## config.mk

```make
export PLATFORM = sky130hd
export DESIGN_NAME = bfid_ctrl
export DESIGN_NICKNAME = d
export VERILOG_FILES = /design/src/design/bfid_pkg.sv /design/src/design/bfid_ctrl.sv
export SDC_FILE = /design/constraint.sdc
export NUM_CORES = 1
export LEC_CHECK = 0
export BUFFER_PORTS_ARGS = -buffer_cell sky130_fd_sc_hd__buf_4
export CAP_MARGIN = 20
export CORE_AREA = 4 4 41 43
export DETAILED_ROUTE_END_ITERATION = 8
export DIE_AREA = 0 0 45 47
export PLACE_DENSITY_LB_ADDON = 0.15
export REMOVE_ABC_BUFFERS = 1
export SLEW_MARGIN = 5
export SYNTH_ARGS = -nofsm -noshare
export SYNTH_HDL_FRONTEND = slang
export SYNTH_SLANG_ARGS = --single-unit
```

## constraint.sdc

```tcl
create_clock -name i_clk -period 1.7 [get_ports i_clk]
set_input_delay 0.085 -clock i_clk [delete_from_list [all_inputs] [get_ports i_clk]]
set_output_delay 0.085 -clock i_clk [all_outputs]
set_load 0.005 [all_outputs]
```

## src/design/bfid_pkg.sv

```systemverilog
// Shared types, constants and controller encodings for the box filter downscaler.
package bfid_pkg;

    // Fixed field widths.
    localparam int CH_W       = 8;
    localparam int NUM_CH     = 4;
    localparam int SIZE_W     = 15;
    localparam int OSIZE_W    = 11;
    localparam int CNT_W      = 14;
    localparam int CFG_IDX_W  = 2;
    localparam int CFG_DATA_W = 15;

    // Largest source size that is honored; larger values are clamped to it.
    localparam logic [SIZE_W-1:0] SRC_LIMIT = 15'd16384;

    // Configuration register indexes.
    localparam logic [CFG_IDX_W-1:0] CFG_SRC_W = 2'd0;
    localparam logic [CFG_IDX_W-1:0] CFG_SRC_H = 2'd1;
    localparam logic [CFG_IDX_W-1:0] CFG_OUT_W = 2'd2;
    localparam logic [CFG_IDX_W-1:0] CFG_OUT_H = 2'd3;

    typedef struct packed {
        logic [CH_W-1:0] red_in;
        logic [CH_W-1:0] green_in;
        logic [CH_W-1:0] blue_in;
        logic [CH_W-1:0] alpha_in;
    } t_pixel;

    typedef struct packed {
        logic [CH_W-1:0] red_out;
        logic [CH_W-1:0] green_out;
        logic [CH_W-1:0] blue_out;
        logic [CH_W-1:0] alpha_out;
        logic            frame_end;
    } t_result;

    typedef enum logic [2:0] {
        ST_IDLE,
        ST_FACT,
        ST_FWAIT,
        ST_READ,
        ST_ACC,
        ST_DWAIT,
        ST_OUT
    } t_state;

    // Commands from the controller to the datapath.
    typedef struct packed {
        logic in_ready;
        logic fact_start;
        logic fact_load;
        logic mem_read;
        logic accum;
        logic area_start;
        logic out_load;
    } t_cmd;

    // Status from the datapath to the controller.
    typedef struct packed {
        logic in_valid;
        logic frame_start;
        logic emit;
        logic div_done;
        logic out_free;
    } t_status;

endpackage

```

## src/design/bfid_ctrl.sv

```systemverilog
// Controller state machine that sequences one source pixel at a time.
module bfid_ctrl (
    input  logic              i_clk,
    input  logic              i_rst_n,
    input  bfid_pkg::t_status i_st,
    output bfid_pkg::t_cmd    o_cmd
);
    import bfid_pkg::*;

    t_state r_state, n_state;

    always_ff @(posedge i_clk) begin
        if (!i_rst_n) begin
            r_state <= ST_IDLE;
        end else begin
            r_state <= n_state;
        end
    end

    always_comb begin
        n_state = r_state;
        case (r_state)
            ST_IDLE: begin
                if (i_st.in_valid) begin
                    n_state = i_st.frame_start ? ST_FACT : ST_READ;
                end
            end
            ST_FACT:  n_state = ST_FWAIT;
            ST_FWAIT: begin
                if (i_st.div_done) begin
                    n_state = ST_READ;
                end
            end
            ST_READ:  n_state = ST_ACC;
            ST_ACC:   n_state = i_st.emit ? ST_DWAIT : ST_IDLE;
            ST_DWAIT: begin
                if (i_st.div_done) begin
                    n_state = ST_OUT;
                end
            end
            ST_OUT: begin
                if (i_st.out_free) begin
                    n_state = ST_IDLE;
                end
            end
            default:  n_state = ST_IDLE;
        endcase
    end

    always_comb begin
        o_cmd = '0;
        case (r_state)
            ST_IDLE:  o_cmd.in_ready = 1'b1;
            ST_FACT:  o_cmd.fact_start = 1'b1;
            ST_FWAIT: o_cmd.fact_load = i_st.div_done;
            ST_READ:  o_cmd.mem_read = 1'b1;
            ST_ACC: begin
                o_cmd.accum      = 1'b1;
                o_cmd.area_start = i_st.emit;
            end
            ST_DWAIT: o_cmd = '0;
            ST_OUT:   o_cmd.out_load = i_st.out_free;
            default:  o_cmd = '0;
        endcase
    end
endmodule

```

==> results.md, run 1 <==
* Hold Path Class: in -> reg
* Initial DRT Pass Iterations at 4
* I/O pin cnt at 14
* Post-synthesis cell count at 36
* Maximum VDD drop at 0.524 mV
* Largest net degree at the start of global routing at 14
* Crit-path slowest cell: dfxtp_1
* H-Tree Depth at 1
* Initial antenna violation count at 0
* Layout cells sized above 1 at between 30% and 40%
* Critical Path RT at 1.62 ns
* Syn_area_per_cell at about 7.1 um2
* Run status: finished clean
* Sequential power share at 30.9%
* WP buf/inv at 2
* Slew HR at between 70% and 80%
* Drt drc at 0
* Fin Setup TNS at 0 ns
* Gr ovfl total at 0
* RSZ-0062 raised after global routing: false
* Clock power frac at 21.9%
* Clk slew on worst S/H paths at about 0.04 ns
* Slew Viols, Final at 0
* Area growth from synthesis to layout at 47.3%
* Critical path launch point type: flip-flop
* Routed Wire Length at 715 um
* Hold Worst Slack at 0.0793 ns
* Psw at between 0.0002 and 0.00025 W
* Die height at approximately 47 um
* Vias at 300
* Total global-route track usage at 6.87%
* Worst path top cell family by delay: flip-flops
* Top flop regs: r_state (3)
* Input/output buffers at 13
* Starting Density at about a fifth
* Combinational power share at a little under half
* Switching part of the total at between 30% and 40%
* Reg2reg setup slack at between 0.2 and 0.3 ns
* Leakage at between 0.15 and 0.2 nW
* Cell Pwr Density at about 1500 nW/um2
* Slew @ Worst Pin at about 0.38 ns
* Max Cap Viol at 0
* First-pass GRT wire length at between 900 and 1000 um
* RD Place Congestion at 0.662
* FP Rows at 13
* DR vias/cell at 4.62
* Number of flip-flops in the largest register at 3
* Share of the synthesized area in the top cell type at a little under a quarter
* Die X at 45 um
* Largest fanout on the critical path at 9
* Clk sink count at 3
* Max Root-Sink Buffers at 2
* Synth warnings at 0
* Post-CTS Setup Inserts at 0
* Seq cells post-synth at 3
* Area of the die at about 2100 um2
* FMAX at about 0.70 GHz
* Post-Syn Area at roughly 250 um2
* Clock skew at ~0.00096 ns
* Cell taking the most area after synthesis: dfxtp_1
* Final Hold Fails at 0
* Core Area at about 1300 um2
* Int Power at between 0.0003 and 0.0004 W
* Crit-path cells: inv_1 > nor3_1 > and2_1 > buf_4
* ANT nets after route at 0
* Hold_buf cts at 0
* Synth top area cells: dfxtp_1 (24%), nor3_1 (9.9%), o41ai_1 (6.9%), nor2_1 (5.9%), and3_1 (4.9%)
* Final Setup Violations at 0
* Number of DRC violations after detailed-routing iteration 0 at 2
* Clk_lat worst skew at between 0.2 and 0.25 ns
* Slowest stage delay, CP at ~0.49 ns
* Largest Register: r_state
* Critical Path End Type: output pin
* Post_cts resized at 0
* # fillers at approximately 160
* Vias in the first global route at ~250
* Setup CP Type: reg -> out
* Crit path time final at between 1 and 1.5 ns
* Root buffer cell: clkbuf_4
* Nets at between 50 and 60
* CTS tree: done
* Fin crit share at ~84%
* HPWL after detailed placement at around 550 um
* Netlist cell types at 20
* Post-DR wirelength/cell at roughly 11 um
* Arr. time, crit path at roughly 1.4 ns
* CTS buffer count at 3
* Ant. Diodes at 0
* Share of the yosys chip area belonging to registers at 23.6%
cell families after synthesis:
group	Yosys count	share of synthesized area, %
and+or+nand+nor	21	42.9
buffers and inverters	6	13.3
AOI/OAI and AO/OA	5	16.3
DFF	3	23.6
muxes	1	3.94
worst register-to-register path, delay by kind of cell (launching register included):
family,cells,cell delay (ns)
compound gates,2,0.64
flops,1,0.54
simple gates,1,0.11
stage by stage:
step / cell area [um2] / worst slack (ns) / std cells / utilization (%) / total power (W)
2_1_floorplan: 231 / 0.421 / 33 / - / 0.000320
3_3_place_gp: 348 / 0.279 / 61 / 26.7 / 0.000461
3_5_place_dp: 348 / 0.293 / 61 / 26.7 / 0.000454
4_1_cts: 374 / 0.251 / 65 / 28.7 / 0.000586
5_1_grt: 374 / 0.175 / 65 / 28.7 / 0.000620
6_report: 374 / 0.265 / 65 / 28.7 / 0.000573
final cells by class:
cell class / instances / area (um2) / share of cell area [%]
clock buffers: 4 / 26.3 / 7.02
inverters: 3 / 11.3 / 3.01
multi-input cells: 27 / 160 / 42.8
flip-flops and latches: 3 / 60.1 / 16.1
well taps: 15 / 18.8 / 5.02
repair buffers: 13 / 97.6 / 26.1
power by group through the flow:
stage	Combinational (W)	Clock, W	Sequential (W)
after global placement	0.000283	0	0.000178
after global routing	0.000298	0.000134	0.000188
after CTS	0.000274	0.000134	0.000179
after detailed placement	0.000274	0	0.000180
after floorplan	0.000162	0	0.000158
final	0.000270	0.000126	0.000177
synth_stat cells:
cell type,count
nor4_1,1
a211o_1,1
o41ai_1,2
a21oi_1,1
buf_6,1
nor2b_1,1
nand3_1,2
buf_4,1
nor3_1,5
dfxtp_1,3
and2_1,1
o311a_1,1
clkbuf_1,1
nor2_1,4
and3_1,2
nand2b_1,1
inv_1,3
nor4bb_1,1
nand2_1,3
mux2i_1,1
cell usage in the layout (no fill, tap or decap):
| master | n |
|---|---|
| a21oi_1 | 1 |
| and2_1 | 1 |
| inv_1 | 3 |
| nor2_1 | 4 |
| nand2_1 | 3 |
| and3_1 | 2 |
| o41ai_1 | 2 |
| mux2i_1 | 1 |
| dfxtp_1 | 3 |
| o311a_1 | 1 |
| clkbuf_4 | 3 |
| nor4bb_1 | 1 |
| nor2b_1 | 1 |
| clkbuf_1 | 1 |
| nor3_1 | 5 |
| nor4_1 | 1 |
| nand2b_1 | 1 |
| nand3_1 | 2 |
| a211o_1 | 1 |
| buf_4 | 13 |
metal layers:
layer  track usage [%]  vias to the layer above  wire (um)
met3              1.53                        2         52
met5                 0                        -          0
met1              7.27                      134        288
met2              10.2                        9        360
met4              8.77                        0         14
li1                  -                      155          -
final timing paths:
path,end,depth (start not counted),from
max,o_cmd[1],4,r_state[2]
max reg2reg,r_state[2],3,r_state[0]
min,r_state[0],3,i_rst_n
min reg2reg,r_state[1],1,r_state[1]
Power figures use the tool's default switching activity.
==> run 2, diff against run 1 <==
- clock period: 1.7 -> 1.2 ns (I/O delays scaled with it)
==> results.md, run 2 (synthesis results as in run 1) <==
* Critical Path RT at 1.32 ns (-0.30 ns)
* CTS tree: done
* Die height at 47 um (unchanged)
* Commonest non-fill, non-tap cell in the layout: buf_4
* Die X at 45 um (unchanged)
* Hold Path Class: in -> reg
* Setup CP Type: reg -> reg
* Clk slew on worst S/H paths at 0.04 ns (about the same)
* Layout cells sized above 1 at 58.3% (+26 points)
* H-Tree Depth at 1 (unchanged)
* Number of flip-flops in the largest register at 3 (unchanged)
* Root buffer cell: clkbuf_4
* Fin util at 39.2% (+10 points)
* Leakage at 0.240 nW (+32%)
* CTS buffer count at 3 (unchanged)
* Hold_buf cts at 0 (unchanged)
* Commonest cells after routing, fill and taps aside: buf_4 (18), buf_6 (5), nor2_1 (4)
* Number of DRC violations after detailed-routing iteration 0 at 6 (+4)
* Ant. Diodes at 0 (unchanged)
* Final WS setup at -0.0367 ns (-0.302 ns)
* Final Setup Violations at 3 (+3)
* Clk sink count at 3 (unchanged)
* Top flop regs: r_state (3)
* Reg2reg setup slack at -0.04 ns (-0.33 ns)
* Combinational power share at 63.3% (+16 points)
* Max Root-Sink Buffers at 2 (unchanged)
* Clock skew at 0.00183 ns (+0.000869 ns)
* Initial DRT Pass Iterations at 2 (-2)
* Area growth from synthesis to layout at 101%
* FP Rows at 13 (unchanged)
* Input/output buffers at 13 (unchanged)
* Maximum VDD drop at 0.893 mV (+70%)
* Final Hold Fails at 0 (unchanged)
* Clk_lat worst skew at 0.23 ns (about the same)
* Largest fanout on the critical path at 6 (-3)
* Gr ovfl total at 0 (unchanged)
* Initial antenna violation count at 0 (unchanged)
* Sequential power share at 20.7% (-10 points)
* Routed Wire Length at 823 um (+15%)
* Psw at 0.000410 W (+80%)
* FMAX at 0.809 GHz
* Run status: complete, but fails checks
* Clock power frac at 16.0% (-5.9 points)
* Total Power at 0.00113 W (+97%)
* DR vias/cell at 4.52 (-2.1%)
* RSZ-0062 raised after global routing: true
* Switching part of the total at 36.4% (-3.4 points)
* Area of the die at 2120 um2 (unchanged)
* Starting Density at 19.5% (unchanged)
* HPWL after detailed placement at 622 um (+13%)
* Fin Setup TNS at -0.0561 ns (-0.0561 ns)
* Critical Path End Type: flip-flop
* Slew Viols, Final at 0 (unchanged)
* First-pass GRT wire length at 1340 um (+40%)
* Nets at 68 (+17%)
* I/O pin cnt at 14 (unchanged)
* Arr. time, crit path at 1.36 ns (about the same)
* Drt drc at 0 (unchanged)
* Largest Register: r_state
* Crit path time final at roughly 1.2 ns
* Total global-route track usage at 9.31% (+2.4 points)
* Slew @ Worst Pin at 0.392 ns (+0.00925 ns)
* Fin crit share at 103%
* Slew HR at 73.5% (-0.94 points)
* Cell Pwr Density at 2210 nW/um2 (+44%)
* ANT nets after route at 0 (unchanged)
* Post-DR wirelength/cell at 11.0 um (-0.24%)
* Critical path launch point type: flip-flop
* # fillers at 145 (-11%)
* Failing checks: setup timing
* Vias at 339 (+13%)
* Core Area at 1300 um2 (unchanged)
* Largest net degree at the start of global routing at 7 (-7)
* Max Cap Viol at 0 (unchanged)
* RD Place Congestion at 0.699 (+5.5%)
* Int Power at 0.000718 W (+110%)
* Vias in the first global route at 332 (+34%)
-- run 2: changes by cell type in the layout (fill, tap and decap cells not counted), sizes merged --
| cell | delta |
|---|---|
| buf | +10 |
-- run 2: final timing paths --
path | from | endpoint | depth (start not counted)
hold reg to reg | r_state[1] | r_state[1] | 1
setup / recovery | r_state[2] | r_state[2] | 3
hold / removal | i_rst_n | r_state[0] | 3
setup reg to reg | r_state[2] | r_state[2] | 3
-- run 2: cell type report --
cell class / count / area [um2] / area share [%]
Clock buffer: 4 / 26.3 / 5.15
Inverter: 3 / 11.3 / 2.21
Multi-Input combinational cell: 27 / 191 / 37.5
Sequential cell: 3 / 71.3 / 14.0
Tap cell: 15 / 18.8 / 3.68
Timing Repair Buffer: 23 / 191 / 37.5
-- run 2: critical path, stage by stage (launching register included) --
cell and delay, ns:
dfxtp_4 0.35, mux2i_1 0.12, a211o_1 0.33, o311a_1 0.33
-- run 2: routing by layer --
| metal | GRT usage [%] | up-vias | part of all wire [%] |
|---|---|---|---|
| met5 | 0 | - | 0 |
| met4 | 8.77 | 0 | 0 |
| met3 | 3.83 | 0 | 5.2 |
| met2 | 15.8 | 5 | 56 |
| met1 | 8.39 | 156 | 38 |
| li1 | - | 178 | - |
-- run 2: timing repair --
item,4_1_cts,5_1_grt
gates cloned,0,0
buffers inserted,0,1
pin swaps,0,3
setup endpoints to repair,8,8
resized for setup,8,10
-- run 2: through the flow --
step	cell area, um2	hold slack (ns)	setup WS (ns)	std cells
6_report	510	0.0706	-0.0367	75
5_1_grt	510	0.0794	-0.0923	75
4_1_cts	467	0.0603	-0.0250	74
3_5_place_dp	415	0.310	-0.0717	70
3_3_place_gp	415	0.310	-0.0630	70
2_1_floorplan	231	0.163	-0.0789	33
-- run 2: power by group through the flow --
stage          clock network (W)  logic [W]  registers, W
2_1_floorplan                  0   0.000230      0.000224
3_3_place_gp                   0   0.000588      0.000206
3_5_place_dp                   0   0.000580      0.000205
4_1_cts                 0.000192   0.000614      0.000220
5_1_grt                 0.000199   0.000778      0.000243
6_report                0.000181   0.000714      0.000233
==> run 3, diff against run 2 <==
- RECOVER_POWER: default -> 25
==> results.md, run 3 (synthesis results as in run 1) <==
* Total global-route track usage at 9.31% (unchanged)
* Number of flip-flops in the largest register at 3 (unchanged)
* Ant. Diodes at 0 (unchanged)
* Commonest non-fill, non-tap cell in the layout: buf_4
* Worst R2R Path Depth at 3 (unchanged)
* CTS tree: done
* Vias at 339 (unchanged)
* Final Setup Violations at 3 (unchanged)
* Fin crit share at 103% (unchanged)
* Post-DR wirelength/cell at 11.0 um (-0.12%)
* Area growth from synthesis to layout at 101% (unchanged)
* DR vias/cell at 4.52 (unchanged)
* Largest net degree at the start of global routing at 7 (unchanged)
* Top flop regs: r_state (3)
* Final Hold Fails at 0 (unchanged)
* Slew @ Worst Pin at 0.392 ns (unchanged)
* Number of DRC violations after detailed-routing iteration 0 at 6 (unchanged)
* Max Root-Sink Buffers at 2 (unchanged)
* Run status: complete, but fails checks
* Critical Path End Type: flip-flop
* Clk sink count at 3 (unchanged)
* HPWL after detailed placement at 622 um (unchanged)
* Largest Register: r_state
* Initial antenna violation count at 0 (unchanged)
* Gr ovfl total at 0 (unchanged)
* Hold Crit Depth at 3 (unchanged)
* Leakage at 0.240 nW (about the same)
* Die X at 45 um (unchanged)
* Slew HR at 73.5% (unchanged)
* RD Place Congestion at 0.699 (unchanged)
* ANT nets after route at 0 (unchanged)
* Reg2reg setup slack at -0.04 ns (about the same)
* Failing checks: setup timing
* Clk slew on worst S/H paths at 0.04 ns (about the same)
* Commonest cells after routing, fill and taps aside: buf_4 (17), buf_6 (5), nor2_1 (4), clkbuf_4 (4)
* First-pass GRT wire length at 1340 um (unchanged)
* Setup CP Type: reg -> reg
* Core Area at 1300 um2 (unchanged)
* Max Cap Viol at 0 (unchanged)
* Drt drc at 0 (unchanged)
* Critical path launch point type: flip-flop
* Root buffer cell: clkbuf_4
* Crit-path slowest cell: dfxtp_4
* Starting Density at 19.5% (unchanged)
* H-Tree Depth at 1 (unchanged)
* Nets at 68 (unchanged)
* Slew Viols, Final at 0 (unchanged)
* Critical Path RT at 1.32 ns (about the same)
* Initial DRT Pass Iterations at 2 (unchanged)
* Hold_buf cts at 0 (unchanged)
* FP Rows at 13 (unchanged)
* Dpl ws at -0.0717 ns (unchanged)
* Clk_lat worst skew at 0.23 ns (about the same)
* Crit-path cells: mux2i_1 > a211o_1 > o311a_1
* RSZ-0062 raised after global routing: true
* Reg2reg start: r_state[2]
* Routed Wire Length at 822 um (-0.12%)
* Clock skew at 0.00183 ns (unchanged)
* Crit path time final at 1.24 ns (unchanged)
* Largest fanout on the critical path at 6 (unchanged)
* Vias in the first global route at 332 (unchanged)
* Reg-to-Reg End: r_state[2]
* Input/output buffers at 13 (unchanged)
* Cell Pwr Density at 2200 nW/um2 (-0.26%)
* CTS buffer count at 3 (unchanged)
* Die height at 47 um (unchanged)
* Final instance area at 510 um2 (unchanged)
* Total Power at 0.00113 W (-0.26%)
* Area of the die at 2120 um2 (unchanged)
* Slowest stage delay, CP at 0.35 ns (about the same)
* FMAX at 0.809 GHz (unchanged)
* Hold Path Class: in -> reg
* I/O pin cnt at 14 (unchanged)
* Worst Setup SP: r_state[2]
* Setup crit end: r_state[2]
* Final WS setup at -0.0367 ns (unchanged)
* Arr. time, crit path at 1.36 ns (about the same)
* Layout cells sized above 1 at 58.3% (unchanged)
* Area after DPL at 415 um2 (unchanged)
* Maximum VDD drop at 0.893 mV (about the same)
[run 3: repair_timing]
item / CTS / global route
buffers inserted: 0 / 1
resized for setup: 8 / 10
gates cloned: 0 / 0
pin swaps: 0 / 3
endpoints found under the setup margin: 8 / 8
[run 3: final cells by class]
cell class | count | area (um2)
Clock buffer | 4 | 26.3
Fill cell | 145 | 791
Inverter | 3 | 11.3
Multi-Input combinational cell | 27 | 191
Sequential cell | 3 | 71.3
Tap cell | 15 | 18.8
Timing Repair Buffer | 23 | 191
[run 3: worst min-delay path by stage]
stage	from	slack [ns]	to
after global placement	i_rst_n	0.31	r_state[0]
after floorplan	i_rst_n	0.16	r_state[0]
after global routing	i_rst_n	0.08	r_state[0]
after CTS	i_rst_n	0.06	r_state[0]
after detailed placement	i_rst_n	0.31	r_state[0]
final	i_rst_n	0.07	r_state[0]
[run 3: routing by layer]
metal	vias to the layer above	track usage, %	share of wire (%)
met5	-	0	0
met3	0	3.83	5.1
li1	178	-	-
met4	0	8.77	0
met1	156	8.39	38
met2	5	15.8	56
[run 3: report_power, final]
| part | switching, W | internal, W |
|---|---|---|
| clock network | 0.0000557 | 0.000125 |
| registers | 0.0000659 | 0.000168 |
| logic | 0.000288 | 0.000423 |
[run 3: through the flow]
stage	utilization (%)	cells	setup TNS [ns]	hold WS [ns]
6_report	39.2	75	-0.0561	0.0706
5_1_grt	39.2	75	-0.366	0.0794
4_1_cts	35.9	74	-0.0586	0.0603
3_5_place_dp	31.9	70	-0.157	0.310
3_3_place_gp	31.9	70	-0.117	0.310
2_1_floorplan	-	33	-0.0935	0.163
[run 3: worst max-delay path: cells and delay by family (launching register included)]
family          cells  cell delay (ns)
compound gates      2             0.66
flops               1             0.35
mux                 1             0.12
